### src/hw/rtl/pfc_pkg.sv
package pfc_pkg;

  localparam int GRID_SIDE   = 6;
  localparam int NUM_SYMBOLS = GRID_SIDE * GRID_SIDE;
  localparam int SYM_W       = $clog2(NUM_SYMBOLS);
  localparam int COORD_W     = $clog2(GRID_SIDE);

  // Symbol index of 'X', used to pad a lone character at end of text.
  localparam logic [SYM_W-1:0] PAD_SYMBOL = SYM_W'(23);

  // Item kinds carried on the input tuser field.
  localparam logic [1:0] KIND_KEY    = 2'd0;
  localparam logic [1:0] KIND_FINISH = 2'd1;
  localparam logic [1:0] KIND_TEXT   = 2'd2;
  localparam logic [1:0] KIND_END    = 2'd3;

  typedef struct packed {
    logic latch_item;
    logic key_place;
    logic fill_start;
    logic fill_step;
    logic set_pending;
    logic save_cur;
    logic sel_addr2;
    logic cap1;
    logic cap2;
    logic load_out1;
    logic load_out2;
    logic clear_pending;
  } cmd_t;

  typedef struct packed {
    logic [1:0] kind;
    logic       sym_ok;
    logic       grid_ready;
    logic       pend_valid;
    logic       fill_last;
    logic       out_free;
  } status_t;

  // Returns {valid, symbol index}; letters of either case and digits are valid.
  function automatic logic [SYM_W:0] sym_of_ascii(input logic [7:0] ch);
    logic [7:0] diff;
    diff = 8'd0;
    if (ch >= 8'd65 && ch <= 8'd90) begin
      diff = ch - 8'd65;
      return {1'b1, diff[SYM_W-1:0]};
    end
    if (ch >= 8'd97 && ch <= 8'd122) begin
      diff = ch - 8'd97;
      return {1'b1, diff[SYM_W-1:0]};
    end
    if (ch >= 8'd48 && ch <= 8'd57) begin
      diff = ch - 8'd22;
      return {1'b1, diff[SYM_W-1:0]};
    end
    return '0;
  endfunction

  function automatic logic [7:0] ascii_of_sym(input logic [SYM_W-1:0] s);
    if (s < SYM_W'(26)) begin
      return 8'd65 + 8'(s);
    end
    return 8'd22 + 8'(s);
  endfunction

  function automatic logic [SYM_W-1:0] cell_index(input logic [COORD_W-1:0] row,
                                                  input logic [COORD_W-1:0] col);
    return SYM_W'(row) * SYM_W'(GRID_SIDE) + SYM_W'(col);
  endfunction

endpackage

### src/hw/rtl/playfair_square_bigram_cipher.sv
// Channel   Direction  Signals                          Content
// s_*       in         tvalid tready tdata[7:0] tuser   tdata: ch; tuser: kind
// m_*       out        tvalid tready tdata[7:0] tlast   tdata: out_char; tlast: last
//
// One input transaction is taken at a time. A key character is handled at
// dispatch; a finish-key item walks the alphabet (all 36 symbols, one per cycle);
// a first text character takes a place lookup and is kept as pending; a
// pair-closing text character or end of text takes a place lookup, then two cell
// reads in turn (each table has a single read port), then two output loads that
// may wait on the output register. Reset (rst, synchronous) empties the square,
// drops any pending character and the output register. The output register lets
// a new transaction start while the second symbol of a pair waits for m_tready.
module playfair_square_bigram_cipher (
  input  logic       clk,
  input  logic       rst,
  input  logic       s_tvalid,
  output logic       s_tready,
  input  logic [7:0] s_tdata,   // [7:0] ch
  input  logic [1:0] s_tuser,   // [1:0] kind
  output logic       m_tvalid,
  input  logic       m_tready,
  output logic [7:0] m_tdata,   // [7:0] out_char
  output logic       m_tlast
);

  // The controller sequences each transaction; the datapath holds the square
  // (a cell table and a symbol placement table, both small RAMs), the key fill
  // counters, the pending character of an unfinished pair and the output
  // register.
  pfc_pkg::cmd_t    cmd;
  pfc_pkg::status_t status;

  pfc_ctrl u_ctrl (
    .clk      (clk),
    .rst      (rst),
    .s_tvalid (s_tvalid),
    .s_tready (s_tready),
    .status   (status),
    .cmd      (cmd)
  );

  pfc_dp u_dp (
    .clk      (clk),
    .rst      (rst),
    .s_tdata  (s_tdata),
    .s_tuser  (s_tuser),
    .cmd      (cmd),
    .status   (status),
    .m_tvalid (m_tvalid),
    .m_tready (m_tready),
    .m_tdata  (m_tdata),
    .m_tlast  (m_tlast)
  );

endmodule

### src/hw/rtl/pfc_ram.sv
module pfc_ram #(
  parameter int WIDTH = 8,
  parameter int DEPTH = 32
) (
  input  logic                     clk,
  input  logic                     we,
  input  logic [$clog2(DEPTH)-1:0] waddr,
  input  logic [WIDTH-1:0]         wdata,
  input  logic [$clog2(DEPTH)-1:0] raddr,
  output logic [WIDTH-1:0]         rdata
);

  logic [WIDTH-1:0] mem [DEPTH];

  always_ff @(posedge clk) begin
    if (we) begin
      mem[waddr] <= wdata;
    end
    rdata <= mem[raddr];
  end

endmodule

### src/hw/rtl/pfc_dp.sv
module pfc_dp (
  input  logic             clk,
  input  logic             rst,
  input  logic [7:0]       s_tdata,
  input  logic [1:0]       s_tuser,
  input  pfc_pkg::cmd_t    cmd,
  output pfc_pkg::status_t status,
  output logic             m_tvalid,
  input  logic             m_tready,
  output logic [7:0]       m_tdata,
  output logic             m_tlast
);

  localparam int SW = pfc_pkg::SYM_W;
  localparam int CW = pfc_pkg::COORD_W;
  localparam int N  = pfc_pkg::NUM_SYMBOLS;

  logic [1:0]    kind_q;
  logic [SW-1:0] sym_q;
  logic          sym_ok_q;

  logic [N-1:0]  placed, placed_base, placed_next;
  logic [SW-1:0] key_count, count_base, count_next;
  logic [CW-1:0] key_row, row_base, row_next;
  logic [CW-1:0] key_col, col_base, col_next;
  logic          grid_ready;
  logic          clear;
  logic [SW-1:0] place_sym;
  logic          do_place;

  logic [SW-1:0] fill_idx;
  logic          pend_valid;
  logic [CW-1:0] pend_row, pend_col, cur_row;
  logic [SW-1:0] hold1, hold2;
  logic          out_valid, out_last;
  logic [7:0]    out_char;

  logic [SW-1:0]   place_raddr;
  logic [2*CW-1:0] place_rdata;
  logic [SW-1:0]   cell_raddr, cell_rdata;

  // A key character on a finished square starts a fresh key.
  always_comb begin
    clear       = cmd.key_place && grid_ready;
    placed_base = clear ? '0 : placed;
    count_base  = clear ? '0 : key_count;
    row_base    = clear ? '0 : key_row;
    col_base    = clear ? '0 : key_col;
    place_sym   = cmd.fill_step ? fill_idx : sym_q;
    do_place    = ((cmd.key_place && sym_ok_q) || cmd.fill_step) &&
                  !placed_base[place_sym] && (count_base < SW'(N));
    placed_next = placed_base;
    count_next  = count_base;
    row_next    = row_base;
    col_next    = col_base;
    if (do_place) begin
      placed_next[place_sym] = 1'b1;
      count_next = count_base + SW'(1);
      if (col_base == CW'(pfc_pkg::GRID_SIDE - 1)) begin
        col_next = '0;
        row_next = row_base + CW'(1);
      end else begin
        col_next = col_base + CW'(1);
      end
    end
  end

  assign place_raddr = (kind_q == pfc_pkg::KIND_END) ? pfc_pkg::PAD_SYMBOL : sym_q;
  assign cell_raddr  = cmd.sel_addr2 ? pfc_pkg::cell_index(cur_row, pend_col)
                                     : pfc_pkg::cell_index(pend_row, place_rdata[CW-1:0]);

  pfc_ram #(.WIDTH(2 * CW), .DEPTH(N)) u_place_ram (
    .clk   (clk),
    .we    (do_place),
    .waddr (place_sym),
    .wdata ({row_base, col_base}),
    .raddr (place_raddr),
    .rdata (place_rdata)
  );

  pfc_ram #(.WIDTH(SW), .DEPTH(N)) u_cell_ram (
    .clk   (clk),
    .we    (do_place),
    .waddr (count_base),
    .wdata (place_sym),
    .raddr (cell_raddr),
    .rdata (cell_rdata)
  );

  always_ff @(posedge clk) begin
    if (rst) begin
      placed     <= '0;
      key_count  <= '0;
      key_row    <= '0;
      key_col    <= '0;
      grid_ready <= 1'b0;
      pend_valid <= 1'b0;
      fill_idx   <= '0;
      out_valid  <= 1'b0;
    end else begin
      placed    <= placed_next;
      key_count <= count_next;
      key_row   <= row_next;
      key_col   <= col_next;
      if (clear) begin
        grid_ready <= 1'b0;
      end else if (cmd.fill_step && status.fill_last) begin
        grid_ready <= 1'b1;
      end
      if (clear || cmd.clear_pending) begin
        pend_valid <= 1'b0;
      end else if (cmd.set_pending) begin
        pend_valid <= 1'b1;
      end
      if (cmd.fill_start) begin
        fill_idx <= '0;
      end else if (cmd.fill_step) begin
        fill_idx <= fill_idx + SW'(1);
      end
      if (cmd.load_out1 || cmd.load_out2) begin
        out_valid <= 1'b1;
      end else if (m_tready) begin
        out_valid <= 1'b0;
      end
    end
  end

  always_ff @(posedge clk) begin
    if (cmd.latch_item) begin
      kind_q            <= s_tuser;
      {sym_ok_q, sym_q} <= pfc_pkg::sym_of_ascii(s_tdata);
    end
    if (cmd.set_pending) begin
      {pend_row, pend_col} <= place_rdata;
    end
    if (cmd.save_cur) begin
      cur_row <= place_rdata[2*CW-1:CW];
    end
    if (cmd.cap1) begin
      hold1 <= cell_rdata;
    end
    if (cmd.cap2) begin
      hold2 <= cell_rdata;
    end
    if (cmd.load_out1) begin
      out_char <= pfc_pkg::ascii_of_sym(hold1);
      out_last <= 1'b0;
    end else if (cmd.load_out2) begin
      out_char <= pfc_pkg::ascii_of_sym(hold2);
      out_last <= 1'b1;
    end
  end

  assign status.kind       = kind_q;
  assign status.sym_ok     = sym_ok_q;
  assign status.grid_ready = grid_ready;
  assign status.pend_valid = pend_valid;
  assign status.fill_last  = (fill_idx == SW'(N - 1));
  assign status.out_free   = !out_valid || m_tready;

  assign m_tvalid = out_valid;
  assign m_tdata  = out_char;
  assign m_tlast  = out_last;

endmodule

### src/hw/rtl/pfc_ctrl.sv
module pfc_ctrl (
  input  logic             clk,
  input  logic             rst,
  input  logic             s_tvalid,
  output logic             s_tready,
  input  pfc_pkg::status_t status,
  output pfc_pkg::cmd_t    cmd
);

  localparam logic [2:0] S_IDLE     = 3'd0;
  localparam logic [2:0] S_DISPATCH = 3'd1;
  localparam logic [2:0] S_FILL     = 3'd2;
  localparam logic [2:0] S_LOOK     = 3'd3;
  localparam logic [2:0] S_RD2      = 3'd4;
  localparam logic [2:0] S_RD3      = 3'd5;
  localparam logic [2:0] S_OUT1     = 3'd6;
  localparam logic [2:0] S_OUT2     = 3'd7;

  logic [2:0] state, state_next;

  assign s_tready = (state == S_IDLE);

  always_comb begin
    state_next = state;
    cmd        = '0;
    unique case (state)
      S_IDLE: begin
        if (s_tvalid) begin
          cmd.latch_item = 1'b1;
          state_next     = S_DISPATCH;
        end
      end
      S_DISPATCH: begin
        state_next = S_IDLE;
        unique case (status.kind)
          pfc_pkg::KIND_KEY: begin
            cmd.key_place = 1'b1;
          end
          pfc_pkg::KIND_FINISH: begin
            if (!status.grid_ready) begin
              cmd.fill_start = 1'b1;
              state_next     = S_FILL;
            end
          end
          pfc_pkg::KIND_TEXT: begin
            if (status.grid_ready && status.sym_ok) begin
              state_next = S_LOOK;
            end
          end
          default: begin
            if (status.grid_ready && status.pend_valid) begin
              state_next = S_LOOK;
            end
          end
        endcase
      end
      S_FILL: begin
        cmd.fill_step = 1'b1;
        if (status.fill_last) begin
          state_next = S_IDLE;
        end
      end
      S_LOOK: begin
        if (status.kind == pfc_pkg::KIND_TEXT && !status.pend_valid) begin
          cmd.set_pending = 1'b1;
          state_next      = S_IDLE;
        end else begin
          cmd.save_cur = 1'b1;
          state_next   = S_RD2;
        end
      end
      S_RD2: begin
        cmd.sel_addr2 = 1'b1;
        cmd.cap1      = 1'b1;
        state_next    = S_RD3;
      end
      S_RD3: begin
        cmd.cap2   = 1'b1;
        state_next = S_OUT1;
      end
      S_OUT1: begin
        if (status.out_free) begin
          cmd.load_out1 = 1'b1;
          state_next    = S_OUT2;
        end
      end
      S_OUT2: begin
        if (status.out_free) begin
          cmd.load_out2     = 1'b1;
          cmd.clear_pending = 1'b1;
          state_next        = S_IDLE;
        end
      end
      default: begin
        state_next = S_IDLE;
      end
    endcase
  end

  always_ff @(posedge clk) begin
    if (rst) begin
      state <= S_IDLE;
    end else begin
      state <= state_next;
    end
  end

endmodule

### config.mk
export PLATFORM = sky130hd
export DESIGN_NAME = playfair_square_bigram_cipher
export DESIGN_NICKNAME = d
export VERILOG_FILES = /design/src/hw/rtl/pfc_pkg.sv /design/src/hw/rtl/playfair_square_bigram_cipher.sv /design/src/hw/rtl/pfc_ram.sv /design/src/hw/rtl/pfc_dp.sv /design/src/hw/rtl/pfc_ctrl.sv
export SDC_FILE = /design/constraint.sdc
export NUM_CORES = 1
export LEC_CHECK = 0
export ABC_AREA = 1
export BUFFER_PORTS_ARGS = -buffer_cell sky130_fd_sc_hd__buf_2
export CAP_MARGIN = 5
export CORE_ASPECT_RATIO = 0.5
export CORE_MARGIN = 5
export CORE_UTILIZATION = 50
export CTS_CLUSTER_DIAMETER = 50
export DETAILED_ROUTE_END_ITERATION = 6
export GPL_TIMING_DRIVEN = 0
export PLACE_DENSITY_LB_ADDON = 0.12
export SLEW_MARGIN = 15
export SYNTH_ARGS = -nofsm -noshare
export SYNTH_HDL_FRONTEND = slang
export SYNTH_SLANG_ARGS = --single-unit
### constraint.sdc
create_clock -name clk -period 5.2 [get_ports clk]
set_input_delay 0.78 -clock clk [delete_from_list [all_inputs] [get_ports clk]]
set_output_delay 0.78 -clock clk [all_outputs]
set_load 0.02 [all_outputs]
==> impl_metrics.py <==
metrics = {
    "run_status": {
        "status": "completed",
    },
    "critical_path": {
        "critPathCaptureType": "flop",
        "crit_family": "simple AND/OR/NAND/NOR gates",
        "crit_top_cell": "buf_4",
        "path_max_fanout": 40,
        "startpoint_type": "flop",
        "crit_path_max_incr_delay_ps": 730,
        "reg2regPathDepth": 13,
        "required_ps": 5400,
        "critPathKind": "flop to flop",
        "cp_slowest_cell": "o21a_2",
        "path_cells": "buf_4 -> inv_4 -> nand3_4 -> buf_6 -> nand2_1 -> o21a_2 -> inv_1 -> nand3_1 -> a21oi_2 -> nor2_4 -> buf_4 -> nand4_1 -> nor2_1",
        "path_depth": 13,
        "critical_path_buf_inv_count": 5,
        "arrival_ps": 4250,
    },
    "floorplanning": {
        "die_h_microns": 164,
        "die_width_microns": 317,
        "start_util": 0.505,
        "die_area_sq_um": 51900,
        "rows": 56,
        "core_sq_um": 46800,
        "pin_count": 25,
    },
    "finish": {
        "multiInputGateArea_sq_um": 6920,
        "regArea_sq_um": 15600,
        "nNetsFinal": 2288,
        "fin_util": 0.560,
        "n_antenna_cell": 0,
        "drive_above_1_share": 0.0806,
        "area_growth_pct": 11.0,
        "finalNonFillerCells": 2921,
        "fillers": 4130,
    },
    "synthesis": {
        "syn_area_sq_um": 23600,
        "synth.avg_cell_area_sq_um": 10.9,
        "synth-edff-count": 470,
        "synth_flop_cell": "edfxtp_1",
        "yosysSeqAreaShare": 0.660,
        "syn_inst": 2167,
        "synthDistinctLibCells": 48,
        "synth_seq_cells": 543,
        "syn_nets": 2210,
        "yosysWarnings": 0,
        "ys_async_sr_fraction": 0,
    },
    "timing": {
        "finalCritPeriodShare": 0.778,
        "rsz0062_at_grt": "false",
        "setup_viol": 0,
        "hold_violations": 0,
        "worstMarginPinSlew_ps": 1010,
        "fmax_mhz": 247,
        "setup_tns_ps": 0,
        "maxSlewViolCount": 0,
        "finalClockSkew_ps": 24.9,
        "slew_headroom": 0.320,
        "fin_crit_ps": 4040,
    },
    "cts": {
        "post_cts_resize_count": 0,
        "cts_setup_buffers": 0,
        "numCtsBuffers": 48,
        "h-tree-depth": 2,
        "cts_root_buf": "clkbuf_16",
        "clock_latency_ps": 580,
        "clockBufferDepth": 3,
        "cts_sinks": 543,
        "cts_tree": "yes",
        "path_clk_slew_ps": 70,
        "cts-hold-fix-buffers": 0,
    },
    "global_route": {
        "antenna_found_initial": 0,
        "grt_usage": 0.243,
        "grt_max_degree": 46,
        "grt_pass1_vias": 15697,
        "grt_pass1_wl_mm": 96.1,
        "grt_overflow_total": 0,
    },
    "route": {
        "wl_mm": 63.0,
        "ant_nets": 0,
        "wl_per_cell_microns": 21.6,
        "drt_iter0_drc": 1897,
        "dr_total_vias": 16757,
        "drc_errors": 0,
        "viasPerCell": 5.74,
        "dr.pass1.iters": 5,
    },
    "placement": {
        "placedCellCount": 2833,
        "port_buffers": 24,
        "hpwl_mm": 42.4,
        "gp_congestion": 1.03,
    },
    "power_and_ir_drop": {
        "power_density_nw_per_um2": 543,
        "ir_drop_uv": 261,
        "p_leak_nw": 9.40,
        "power.total_mw": 14.2,
    },
    "min_path": {
        "hold_path_class": "input port to flop",
        "hold_depth": 1,
    },
    "job": {
        "max-cap-violations": 0,
    },
}
[area by class of cell]
type | count | share of cell area
sequential | 543 | 0.594
multi-input combinational | 1345 | 0.264
clock buffer | 66 | 0.0523
tap | 638 | 0.0305
inverter | 170 | 0.0244
buffer | 109 | 0.0192
timing repair buffer | 28 | 0.00821
clock inverter | 22 | 0.00735
[registers in the layout, summed over array words and instances (netlist names), 6 cells and up]
| signal | cells |
|---|---|
| u_dp.u_cell_ram.mem | 216 |
| u_dp.u_place_ram.mem | 216 |
| u_dp.placed | 36 |
| u_dp.m_tdata | 8 |
| u_dp.fill_idx | 6 |
| u_dp.hold1 | 6 |
| u_dp.hold2 | 6 |
| u_dp.key_count | 6 |
| u_dp.sym_q | 6 |
| u_dp.u_cell_ram.rdata | 6 |
| u_dp.u_place_ram.rdata | 6 |
[power breakdown]
part,total [mW],internal (mW),switching [mW]
combinational,5.29,1.39,3.89
clock,3.61,2.00,1.61
sequential,5.33,5.22,0.108
[per-stage QoR]
stage                     worst slack, ps  area (sq um)  hold WS (ps)
after floorplan                      2260         23600           404
after global placement                419         24500           419
after detailed placement             1150         24600           425
after CTS                            1140         26200           378
after global routing                  876         26200           380
final                                1160         26200           403
[synthesized netlist by cell type (2+ instances only)]
| cell | instances | area [sq um] |
|---|---|---|
| nor3b_1 | 2 | 15.0 |
| nand4_1 | 12 | 75.1 |
| o221ai_1 | 26 | 228 |
| xor2_1 | 12 | 105 |
| nor4_1 | 2 | 12.5 |
| ha_1 | 25 | 313 |
| buf_4 | 5 | 37.5 |
| buf_2 | 24 | 120 |
| inv_2 | 5 | 18.8 |
| o21ai_0 | 292 | 1460 |
| or2_2 | 11 | 68.8 |
| a211oi_1 | 2 | 15.0 |
| o22ai_1 | 37 | 231 |
| nand3_1 | 158 | 791 |
| buf_6 | 6 | 67.6 |
| o21ai_2 | 3 | 26.3 |
| fa_1 | 4 | 80.1 |
| nand2_1 | 262 | 983 |
| clkbuf_1 | 72 | 270 |
| xnor2_1 | 6 | 52.6 |
| o211ai_1 | 49 | 368 |
| edfxtp_1 | 470 | 14100 |
| nor2_1 | 273 | 1020 |
| a31oi_1 | 5 | 31.3 |
| o21bai_1 | 43 | 323 |
| inv_1 | 163 | 612 |
| o21ai_1 | 8 | 40.0 |
| nor3_1 | 15 | 75.1 |
| dfxtp_1 | 73 | 1460 |
| a21oi_1 | 73 | 365 |
| nor2_4 | 2 | 22.5 |
| buf_1 | 2 | 7.51 |
| nand2_2 | 10 | 62.6 |
[worst register-to-register path, cell delays in order, from the launching register on]
cell,delay (ps)
dfxtp_1,300
buf_4,180
inv_4,130
nand3_4,110
buf_6,160
nand2_1,60
o21a_2,730
inv_1,100
nand3_1,360
a21oi_2,110
nor2_4,200
buf_4,240
nand4_1,400
nor2_1,610
[worst paths after layout]
check,startpoint,endpoint,slack (ps)
hold reg to reg,u_dp.u_cell_ram.rdata[0],u_dp.hold1[0],430
setup / recovery,u_ctrl.state[2],u_dp.u_cell_ram.mem[1][5],1160
hold / removal,s_tuser[0],u_dp.kind_q[0],400
setup reg to reg,u_ctrl.state[2],u_dp.u_cell_ram.mem[1][5],1160
[placed cells by master (no fill, tap or decap), types with 13 or more instances in the layout]
| cell type | instances |
|---|---|
| nand3_1 | 158 |
| nor3_1 | 13 |
| edfxtp_1 | 470 |
| o21bai_1 | 43 |
| nand2_1 | 260 |
| a21oi_1 | 73 |
| clkbuf_1 | 82 |
| ha_1 | 25 |
| dfxtp_1 | 73 |
| inv_1 | 156 |
| o221ai_1 | 26 |
| o21ai_0 | 292 |
| clkbuf_16 | 50 |
| o22ai_1 | 37 |
| nor2_1 | 273 |
| buf_2 | 48 |
| o211ai_1 | 49 |
[per-layer routing]
layer | vias to the layer above | global-route usage | part of all wire
met4 | 0 | 0.0618 | 0.023
met2 | 659 | 0.376 | 0.45
met5 | - | 0 | 0
met1 | 8136 | 0.360 | 0.45
met3 | 95 | 0.0417 | 0.078
li1 | 7867 | - | -
[cell families (layout without fill, tap and decap cells)]
family	count (synthesis)	in the layout	synth area share
AO/OA/AOI/OAI	544	544	0.133
XOR/XNOR	18	18	0.00668
adder cells (fa/ha/maj)	29	29	0.0166
buffers and inverters	279	395	0.0484
flip-flops	543	543	0.660
other	1	1	0.000159
AND/OR/NAND/NOR	753	753	0.136
(Power assumes the default switching activity.)
